$ cat config.mk
export PLATFORM = sky130hd
export DESIGN_NAME = coordinate_pair_line_parser_unit
export DESIGN_NICKNAME = d
export VERILOG_FILES = /design/src/sv/cplp_pkg.sv /design/src/sv/cplp_line_state.sv /design/src/sv/coordinate_pair_line_parser_unit.sv
export SDC_FILE = /design/constraint.sdc
export NUM_CORES = 1
export LEC_CHECK = 0
export BUFFER_PORTS_ARGS = -buffer_cell sky130_fd_sc_hd__buf_4
export CAP_MARGIN = 20
export CORE_MARGIN = 2
export CORE_UTILIZATION = 54
export CTS_BUF_LIST = sky130_fd_sc_hd__clkbuf_16
export CTS_CLUSTER_DIAMETER = 80
export DETAILED_ROUTE_END_ITERATION = 6
export PLACE_DENSITY = 0.79
export SLEW_MARGIN = 30
export SYNTH_ARGS = -nofsm -noshare
export SYNTH_HDL_FRONTEND = slang
export SYNTH_SLANG_ARGS = --single-unit
$ cat constraint.sdc
create_clock -name clock -period 4.3 [get_ports clock]
set_input_delay 0 -clock clock [delete_from_list [all_inputs] [get_ports clock]]
set_output_delay 0 -clock clock [all_outputs]
set_load 0.02 [all_outputs]
$ cat src/sv/cplp_pkg.sv
// Shared types, codes and character constants for the coordinate pair line parser.
`default_nettype none

package cplp_pkg;

   localparam int unsigned CPLP_COORD_BITS = 16;
   localparam int unsigned CPLP_OUT_BITS   = 16;
   localparam int unsigned CPLP_CHAR_BITS  = 8;

   localparam logic [7:0] CH_COMMA = 8'h2C;
   localparam logic [7:0] CH_ZERO  = 8'h30;
   localparam logic [7:0] CH_NINE  = 8'h39;
   localparam logic [7:0] CH_TAB   = 8'h09;
   localparam logic [7:0] CH_CR    = 8'h0D;
   localparam logic [7:0] CH_LF    = 8'h0A;
   localparam logic [7:0] CH_SPACE = 8'h20;

   typedef enum logic [2:0] {
      PH_LEAD  = 3'd0,
      PH_X     = 3'd1,
      PH_GAP   = 3'd2,
      PH_Y     = 3'd3,
      PH_TRAIL = 3'd4
   } phase_type;

   typedef enum logic [1:0] {
      ST_VALID     = 2'd0,
      ST_EMPTY     = 2'd1,
      ST_MALFORMED = 2'd2,
      ST_OVERFLOW  = 2'd3
   } status_type;

   typedef struct packed {
      status_type                 status;
      logic [CPLP_OUT_BITS-1:0]   coord_x;
      logic [CPLP_OUT_BITS-1:0]   coord_y;
   } result_type;

endpackage

`default_nettype wire

$ cat src/sv/cplp_line_state.sv
// Per-line parse state, its next-state logic and the line result.
`default_nettype none

module cplp_line_state
   import cplp_pkg::*;
#(
   parameter int unsigned COORD_BITS = CPLP_COORD_BITS
) (
   input  wire logic                      clock,
   input  wire logic                      reset,
   input  wire logic                      step,
   input  wire logic [CPLP_CHAR_BITS-1:0] char_code,
   input  wire logic                      line_end,
   output result_type                     result
);

   phase_type             phase_ff, phase_in;
   logic [COORD_BITS-1:0] x_acc_ff, x_acc_in;
   logic [COORD_BITS-1:0] y_acc_ff, y_acc_in;
   logic                  bad_ff, bad_in;
   logic                  struct_err_ff, struct_err_in;
   logic                  digit_seen_ff, digit_seen_in;
   logic                  ovf_ff, ovf_in;

   logic                  is_digit;
   logic                  is_blank;
   logic                  is_comma;
   logic [3:0]            digit;
   logic                  use_x;
   logic [COORD_BITS-1:0] acc_sel;
   logic [COORD_BITS+3:0] acc_next;
   logic                  acc_ovf;
   logic                  final_struct_err;
   status_type            status;
   logic [COORD_BITS+CPLP_OUT_BITS-1:0] x_wide;
   logic [COORD_BITS+CPLP_OUT_BITS-1:0] y_wide;

   assign is_digit = (char_code >= CH_ZERO) && (char_code <= CH_NINE);
   assign is_blank = (char_code == CH_SPACE) || (char_code == CH_TAB) ||
                     (char_code == CH_CR) || (char_code == CH_LF);
   assign is_comma = (char_code == CH_COMMA);
   assign digit    = 4'(char_code - CH_ZERO);

   assign use_x    = (phase_ff == PH_LEAD) || (phase_ff == PH_X);
   assign acc_sel  = use_x ? x_acc_ff : y_acc_ff;
   assign acc_next = {1'b0, acc_sel, 3'b000} + {3'b000, acc_sel, 1'b0} +
                     {{COORD_BITS{1'b0}}, digit};
   assign acc_ovf  = |acc_next[COORD_BITS+3:COORD_BITS];

   always_comb begin
      phase_in      = phase_ff;
      x_acc_in      = x_acc_ff;
      y_acc_in      = y_acc_ff;
      bad_in        = bad_ff;
      struct_err_in = struct_err_ff;
      digit_seen_in = digit_seen_ff;
      ovf_in        = ovf_ff;

      if (is_digit) begin
         digit_seen_in = 1'b1;
         case (phase_ff) inside
            PH_LEAD, PH_X, PH_GAP, PH_Y: begin
               if (phase_ff == PH_LEAD) begin
                  phase_in = PH_X;
               end else if (phase_ff == PH_GAP) begin
                  phase_in = PH_Y;
               end
               if (acc_ovf) begin
                  ovf_in = 1'b1;
               end else if (use_x) begin
                  x_acc_in = acc_next[COORD_BITS-1:0];
               end else begin
                  y_acc_in = acc_next[COORD_BITS-1:0];
               end
            end
            default: begin
               struct_err_in = 1'b1;
            end
         endcase
      end else if (is_blank) begin
         if (phase_ff == PH_X) begin
            struct_err_in = 1'b1;
         end else if (phase_ff == PH_Y) begin
            phase_in = PH_TRAIL;
         end
      end else if (is_comma) begin
         if (phase_ff == PH_X) begin
            phase_in = PH_GAP;
         end else begin
            struct_err_in = 1'b1;
         end
      end else begin
         bad_in = 1'b1;
      end

      final_struct_err = struct_err_in ||
                         !((phase_in == PH_Y) || (phase_in == PH_TRAIL));

      if (bad_in) begin
         status = ST_MALFORMED;
      end else if (!digit_seen_in) begin
         status = ST_EMPTY;
      end else if (final_struct_err) begin
         status = ST_MALFORMED;
      end else if (ovf_in) begin
         status = ST_OVERFLOW;
      end else begin
         status = ST_VALID;
      end

      x_wide = {{CPLP_OUT_BITS{1'b0}}, x_acc_in};
      y_wide = {{CPLP_OUT_BITS{1'b0}}, y_acc_in};

      result.status  = status;
      result.coord_x = (status == ST_VALID) ? x_wide[CPLP_OUT_BITS-1:0] : '0;
      result.coord_y = (status == ST_VALID) ? y_wide[CPLP_OUT_BITS-1:0] : '0;

      // drop all line state once the last character is taken
      if (line_end) begin
         phase_in      = PH_LEAD;
         x_acc_in      = '0;
         y_acc_in      = '0;
         bad_in        = 1'b0;
         struct_err_in = 1'b0;
         digit_seen_in = 1'b0;
         ovf_in        = 1'b0;
      end
   end

   always_ff @(posedge clock) begin
      if (reset) begin
         phase_ff      <= PH_LEAD;
         x_acc_ff      <= '0;
         y_acc_ff      <= '0;
         bad_ff        <= 1'b0;
         struct_err_ff <= 1'b0;
         digit_seen_ff <= 1'b0;
         ovf_ff        <= 1'b0;
      end else if (step) begin
         phase_ff      <= phase_in;
         x_acc_ff      <= x_acc_in;
         y_acc_ff      <= y_acc_in;
         bad_ff        <= bad_in;
         struct_err_ff <= struct_err_in;
         digit_seen_ff <= digit_seen_in;
         ovf_ff        <= ovf_in;
      end
   end

endmodule

`default_nettype wire

$ cat src/sv/coordinate_pair_line_parser_unit.sv
// Top level: input word register, line parse state and result register.
// A line's result enters the result register, which drives rsp, as its last word
// leaves the input word register. Throughput: one word per cycle unless stalled.
// A result waiting in the output register stalls only a following last word.
// Synchronous active-high reset clears the parse state and both valid flags.
`default_nettype none

module coordinate_pair_line_parser_unit
   import cplp_pkg::*;
#(
   parameter int unsigned COORD_BITS = CPLP_COORD_BITS
) (
   input  wire logic        clock,
   input  wire logic        reset,
   input  wire logic        req_tvalid,
   output      logic        req_tready,
   input  wire logic [7:0]  req_tdata,   // [7:0] char_code
   input  wire logic        req_tlast,   // line_end
   output      logic        rsp_tvalid,
   input  wire logic        rsp_tready,
   output      logic [31:0] rsp_tdata,   // [15:0] coord_x, [31:16] coord_y
   output      logic [1:0]  rsp_tuser    // [1:0] status
);

   logic                      in_valid_ff, in_valid_in;
   logic [CPLP_CHAR_BITS-1:0] char_ff;
   logic                      last_ff;
   logic                      advance;
   logic                      rsp_valid_ff, rsp_valid_in;
   result_type                result;
   result_type                rsp_ff;

   assign advance     = in_valid_ff && (!last_ff || !rsp_valid_ff || rsp_tready);
   assign req_tready  = !in_valid_ff || advance;
   assign in_valid_in = (req_tvalid && req_tready) || (in_valid_ff && !advance);

   always_comb begin
      if (advance && last_ff) begin
         rsp_valid_in = 1'b1;
      end else if (rsp_tready) begin
         rsp_valid_in = 1'b0;
      end else begin
         rsp_valid_in = rsp_valid_ff;
      end
   end

   always_ff @(posedge clock) begin
      if (reset) begin
         in_valid_ff  <= 1'b0;
         rsp_valid_ff <= 1'b0;
      end else begin
         in_valid_ff  <= in_valid_in;
         rsp_valid_ff <= rsp_valid_in;
      end
   end

   always_ff @(posedge clock) begin
      if (req_tvalid && req_tready) begin
         char_ff <= req_tdata;
         last_ff <= req_tlast;
      end
      if (advance && last_ff) begin
         rsp_ff <= result;
      end
   end

   cplp_line_state #(
      .COORD_BITS (COORD_BITS)
   ) u_line_state (
      .clock     (clock),
      .reset     (reset),
      .step      (advance),
      .char_code (char_ff),
      .line_end  (last_ff),
      .result    (result)
   );

   assign rsp_tvalid = rsp_valid_ff;
   assign rsp_tdata  = {rsp_ff.coord_y, rsp_ff.coord_x};
   assign rsp_tuser  = rsp_ff.status;

endmodule

`default_nettype wire
Word-level counts from Yosys, hierarchy flattened
Index checks and enable logic that the tools add are counted.
{ "totals": {"word_cells": 98, "regBits": 84} }
{ "op_classes": {"n_mux": 44, "n_addsub": 3, "order_cmp": 2, "reduce_logical": 25, "eq_ne": 10} }
{ "op_table": {"columns": ["cell", "n"], "rows": [
  ["16-bit two-way mux", 11],
  ["3-bit two-way mux", 10],
  ["8-bit by 4-bit == test with 1-bit output, second input constant", 3],
  ["19-bit by 17-bit adder with 20-bit output", 1],
  ["20-bit by 4-bit adder with 20-bit output", 1],
  ["1-bit two-way mux", 19],
  ["8-bit by 6-bit == test with 1-bit output, second input constant", 2],
  ["1-bit logical OR", 10],
  ["3-bit by 2-bit == test with 1-bit output, second input constant", 3],
  ["8-bit by 6-bit greater-or-equal comparator with 1-bit output, second input constant", 1],
  ["8-bit by 6-bit <= comparator with 1-bit output, second input constant", 1],
  ["2-bit two-way mux", 4],
  ["4-bit OR reduction", 2],
  ["1-bit logical AND", 5],
  ["1-bit zero test", 5],
  ["4-bit by 1-bit subtractor with 4-bit output, second input constant", 1],
  ["3-bit by 1-bit == test with 1-bit output, second input constant", 1],
  ["3-bit == test, second input constant", 1],
  ["3-bit zero test", 1],
  ["2-bit zero test", 1],
  ["2-bit nonzero test", 1]
]} }

Depth between registers and ports, before layout
{ "depth": {"ltp_word": 14, "depth_mapped": 17, "depth_no_buf": 14} }

Modules after synthesis
From an unflattened synthesis, not the netlist that was laid out.
{ "hier_totals": {"hier_cells": 519, "area_unflattened_um2": 5307.6} }
{ "modules_own_cells": {"columns": ["module", "n_inst", "area_each_um2", "cells_each"], "rows": [
  ["cplp_line_state", 1, 3912.5, 464],
  ["coordinate_pair_line_parser_unit", 1, 1395.1, 55]
]} }

Worst setup path before layout
No wires, ideal clock.
{ "synth_path": {"path_type": "register to register", "start": "reg u_line_state.phase_ff[2]", "end": "reg rsp_ff, in the netlist rsp_tdata[19] (data pin)", "stages_incl_launch_ff": 15, "arrival_time_ns": 4.106, "setup_slack_ns": -0.060, "synth_period_minus_slack_ns": 4.360, "setup_ns": 0.255, "cell_sequence": "dfxtp_1 -> nor2_4 -> clkbuf_1 -> mux2_2 -> fa_1 -> fa_1 -> a211oi_2 -> o21ai_2 -> o211a_1 -> nor3_2 -> o211ai_1 -> nor3_2 -> buf_2 -> mux2i_1 -> nor2_2"} }
{ "synth_via": {"elab_chain_len": 14} }
{ "synth_rtl": {"columns": ["element", "line_no", "rtl"], "rows": [
  ["from (decl)", "cplp_line_state.sv:17", "phase_type phase_ff, phase_in;"],
  ["from (signal assigned)", "cplp_line_state.sv:140", "phase_ff <= phase_in;"],
  ["3-bit by 1-bit == test with 1-bit output / 3-bit zero test (equally long branches)", null, null],
  ["1-bit logical OR", "cplp_line_state.sv:44", "assign use_x = (phase_ff == PH_LEAD) || (phase_ff == PH_X);"],
  ["16-bit two-way mux", "cplp_line_state.sv:45", "assign acc_sel = use_x ? x_acc_ff : y_acc_ff;"],
  ["19-bit by 17-bit adder with 20-bit output", "cplp_line_state.sv:46", "assign acc_next = {1'b0, acc_sel, 3'b000} + {3'b000, acc_sel, 1'b0} +"],
  ["20-bit by 4-bit adder with 20-bit output", "cplp_line_state.sv:46", null],
  ["4-bit OR reduction", "cplp_line_state.sv:48", "assign acc_ovf = |acc_next[COORD_BITS+3:COORD_BITS];"],
  ["1-bit two-way mux", "cplp_line_state.sv:68", "if (acc_ovf) begin"],
  ["1-bit two-way mux", "cplp_line_state.sv:61", "case (phase_ff) inside"],
  ["1-bit two-way mux", "cplp_line_state.sv:59", "if (is_digit) begin"],
  ["2-bit two-way mux", "cplp_line_state.sv:105", "end else if (ovf_in) begin"],
  ["2-bit two-way mux", "cplp_line_state.sv:103", "end else if (final_struct_err) begin"],
  ["2-bit two-way mux", "cplp_line_state.sv:101", "end else if (!digit_seen_in) begin"],
  ["2-bit two-way mux", "cplp_line_state.sv:99", "if (bad_in) begin"],
  ["2-bit zero test", "cplp_line_state.sv:116", "result.coord_y = (status == ST_VALID) ? y_wide[CPLP_OUT_BITS-1:0] : '0;"],
  ["to (signal assigned)", "coordinate_pair_line_parser_unit.sv:63", "rsp_ff <= result;"],
  ["to (decl)", "coordinate_pair_line_parser_unit.sv:31", "result_type rsp_ff;"]
]} }
Parallel ways exist; a longest one is shown, timed or not.
A chain may end at the register's enable or synchronous reset.

Worst setup path after layout
{ "layout_path": {"start": "reg u_line_state.phase_ff[2]", "end": "reg rsp_ff, in the netlist rsp_tdata[20] (data pin)"} }
Same word-level chain as after synthesis.

==> qor.txt <==
status = finished clean
filler cell count = 659
Mapped Nets = 522
die width = 99.46 um
global-route wire length before repair = 18.90 mm
Post-Syn Area = 4921 um2
Sequential Area = 2113 um2
Least-Margin Pin Slew = 0.9018 ns
Synth-to-Final Area Change = 20.98%
endpoints failing hold = 0
Worst path slowest cell = ha_1
clock tree sinks = 84
worst rel slew slack = 39.04%
Distinct cells, synth = 64
Peak VDD IR = 0.2226 mV
Total GRT Usage = 24.47%
antenna violations before repair = 0
worst-skew pair later-pin latency = 0.34 ns
number of DRC markers in iteration 0 = 294
Crit path depth = 16
Die H = 99.46 um
fin crit share = 98.02%
Avg WL per Cell = 17.84 um
top_reg_cell synth = edfxtp_1
n_diodes = 0
core area = 8763 um2
vias in the first global route = 3932
critical-path cell list = nor2_4 -> buf_4 -> buf_4 -> mux2_2 -> ha_1 -> ha_1 -> a21oi_1 -> o21ai_2 -> o211a_1 -> nor3_2 -> o211ai_1 -> or2_1 -> buf_4 -> nor3_4 -> nor2_1 -> a211oi_2
R2R depth = 16
Post-synth EDFFs = 43
share of the synthesized area in the top cell type = 26.24%
initial core utilization = 56.15%
Worst Setup Start Kind = flip-flop
CP bufs+invs = 3
IO Port Bufs = 48
GRT overflow = 0
CTS tree = done
setup TNS = 0 ns
worst hold path class = input pin to flip-flop
Critical path origin = u_line_state.phase_ff[2]$_SDFFE_PP0P_
pin count of the biggest net entering global routing = 37
critical path peak fanout = 7
DR vias/cell = 5.948
vias post-DR = 3926
gate count of the mapped netlist = 476
slowest stage delay, CP = 0.41 ns
R2R Path Start = u_line_state.phase_ff[2]$_SDFFE_PP0P_
Top cell by count, worst path = buf_4
ranking of synthesized cells by area = edfxtp_1 (26%), dfxtp_1 (17%), ha_1 (7.9%)
total wire length = 11.77 mm
Seq/Total Area, Yosys = 42.92%
MaxCap Viol Count = 0
CP arrival = 4.35 ns
synthesized flop and latch total = 84
Tmin final = 4.215 ns
Final Skew = 0.006197 ns
Crit path max-delay family = simple AND/OR/NAND/NOR gates
syn avg cell area = 10.34 um2
worst reg2reg setup slack = 0.09 ns
Yosys top cell by area = edfxtp_1
Final #Nets = 593
share of layout cells above drive strength 1 = 28.26%
async set-reset flop share out of synthesis = 0%
Die Area = 9892 um2
CTS clk-pin slew, worst paths = 0.07 ns
TritonCTS buffer count = 9
DP HPWL = 8.256 mm
footprint of the multi-input gates = 2681 um2
final core occ = 67.93%
H-tree depth = 3
Hold WS = 0.1829 ns
gpl congestion = 0.9926
PD cells = 284.3 nW/um2
Lkg Pwr = 2.330 nW
CP Data Required Time = 4.44 ns
WS Path Type = flip-flop to flip-flop
final slew viol count = 0
Worst Setup End Kind = flip-flop
router iterations before antenna repair = 5
row count = 34
Yosys warning count = 0
clk root buf = clkbuf_16
Remaining DRCs = 0
Max Fclk = 237.3 MHz
CTS Buffer Depth = 2
Routed Antenna Nets = 0
I/O pin cnt = 49
worst reg2reg path endpoint = rsp_tdata[20]$_SDFFCE_PP0P_
Final setup viols = 0
CP Capture Point = rsp_tdata[20]$_SDFFCE_PP0P_
==> stage by stage <==
stage	power, mW	std cells	worst slack [ns]	instance area [um2]
4_1_cts	1.696	651	0.01611	5819
3_5_place_dp	0.9585	623	-0.06280	5409
6_report	1.692	660	0.08505	5953
2_1_floorplan	0.9228	476	0.06826	4922
3_3_place_gp	0.9562	623	0.04025	5409
5_1_grt	1.747	660	-0.06246	5953
==> worst reg2reg max path: cells and delay by family (launching register included) <==
family / cells / cell delay [ns]
and+or+nand+nor: 5 / 1.04
AOI/OAI and AO/OA: 5 / 0.99
adders and majority gates: 2 / 0.75
buffers and inverters: 3 / 0.48
muxes: 1 / 0.39
DFF: 1 / 0.36
==> layer usage <==
layer,GRT usage [%],wire [um],vias up
li1,-,-,1890
met1,32.42,5095,1856
met2,40.02,5735,155
met3,4.427,675,25
met4,9.484,267,0
met5,0,0,-
==> power by group <==
part	leakage, nW	total, mW	switching, mW	internal (mW)
Clock	0.127	0.740	0.341	0.399
Sequential	0.741	0.863	0.0103	0.853
Combinational	1.46	0.0888	0.0506	0.0382
Total	2.33	1.69	0.401	1.29
==> logic make-up (layout without fill, tap and decap cells) <==
group / Yosys count / after routing / synth area share, %
AOI/OAI and AO/OA: 126 / 126 / 17.75
xor gates and xnor gates: 20 / 20 / 3.560
adders and majority gates: 33 / 33 / 8.696
buffers and inverters: 34 / 110 / 3.712
DFF: 84 / 84 / 42.92
muxes: 40 / 40 / 8.594
and+or+nand+nor: 139 / 139 / 14.77
==> layout by cell type, fill, tap and decap left out, types with 11 or more instances in the layout <==
master,instances
buf_4,68
nand2_1,43
edfxtp_1,43
dfxtp_1,40
nor2_1,33
ha_1,27
a21oi_1,24
o21ai_1,24
mux2i_1,24
o21ai_0,16
mux2_2,15
nor2_2,15
dlygate4sd3_1,12
a21o_1,11
xnor2_1,11
==> cell usage after synthesis (all sizes together), types with 2 or more instances <==
master   n
a211oi   5
o211ai   3
dfxtp   41
nor2    49
and3     2
mux2    15
a22o    10
clkbuf   6
o22ai    4
nor3    12
nand2b   4
nor4     3
a21oi   29
buf     18
xor2     9
edfxtp  43
fa       2
or2      4
nand4b   2
o211a    3
ha      31
nand2   44
nand3    3
xnor2   11
inv     10
a31oi    5
nand4    5
and2     5
o21a     4
o21ai   42
mux2i   25
nor2b    2
a21o    11
==> flip-flops by register name (all words and copies together) (netlist names) <==
| register | flops |
|---|---|
| rsp_tvalid | 1 |
| u_line_state.digit_seen_ff | 1 |
| u_line_state.bad_ff | 1 |
| u_line_state.struct_err_ff | 1 |
| u_line_state.x_acc_ff | 16 |
| u_line_state.ovf_ff | 1 |
| u_line_state.phase_ff | 3 |
| rsp_tdata | 32 |
| rsp_tuser | 2 |
| in_valid_ff | 1 |
| u_line_state.y_acc_ff | 16 |
| char_ff | 8 |
| last_ff | 1 |
==> area by class of cell <==
cell class / instances / area share [%]
Clock inverter: 7 / 0.9878
Clock buffer: 9 / 3.783
Timing Repair Buffer: 84 / 11.79
Multi-Input combinational cell: 358 / 45.04
Sequential cell: 84 / 35.50
Inverter: 10 / 0.6305
Tap cell: 108 / 2.270
==> worst min-delay path by stage <==
stage / startpoint / cells after the start / end / slack [ns]
floorplan: req_tdata[0] / 0 / char_ff[0]$_DFFE_PP_ / 0.1
global placement: req_tdata[5] / 1 / char_ff[5]$_DFFE_PP_ / 0.18
detailed placement: req_tdata[2] / 1 / char_ff[2]$_DFFE_PP_ / 0.18
CTS: req_tvalid / 3 / last_ff$_DFFE_PP_ / 0.18
global route: req_tvalid / 3 / last_ff$_DFFE_PP_ / 0.22
finish: req_tvalid / 3 / last_ff$_DFFE_PP_ / 0.18
==> repair_timing <==
| action | CTS | global route |
|---|---|---|
| endpoints found under the hold margin | 13 | 0 |
| endpoints found under the setup margin | 26 | 62 |
| setup buffers | 0 | 9 |
| pin swaps | 0 | 10 |
| resized for setup | 2 | 18 |
| hold buffers | 12 | 0 |
Power figures use the tool's default switching activity.
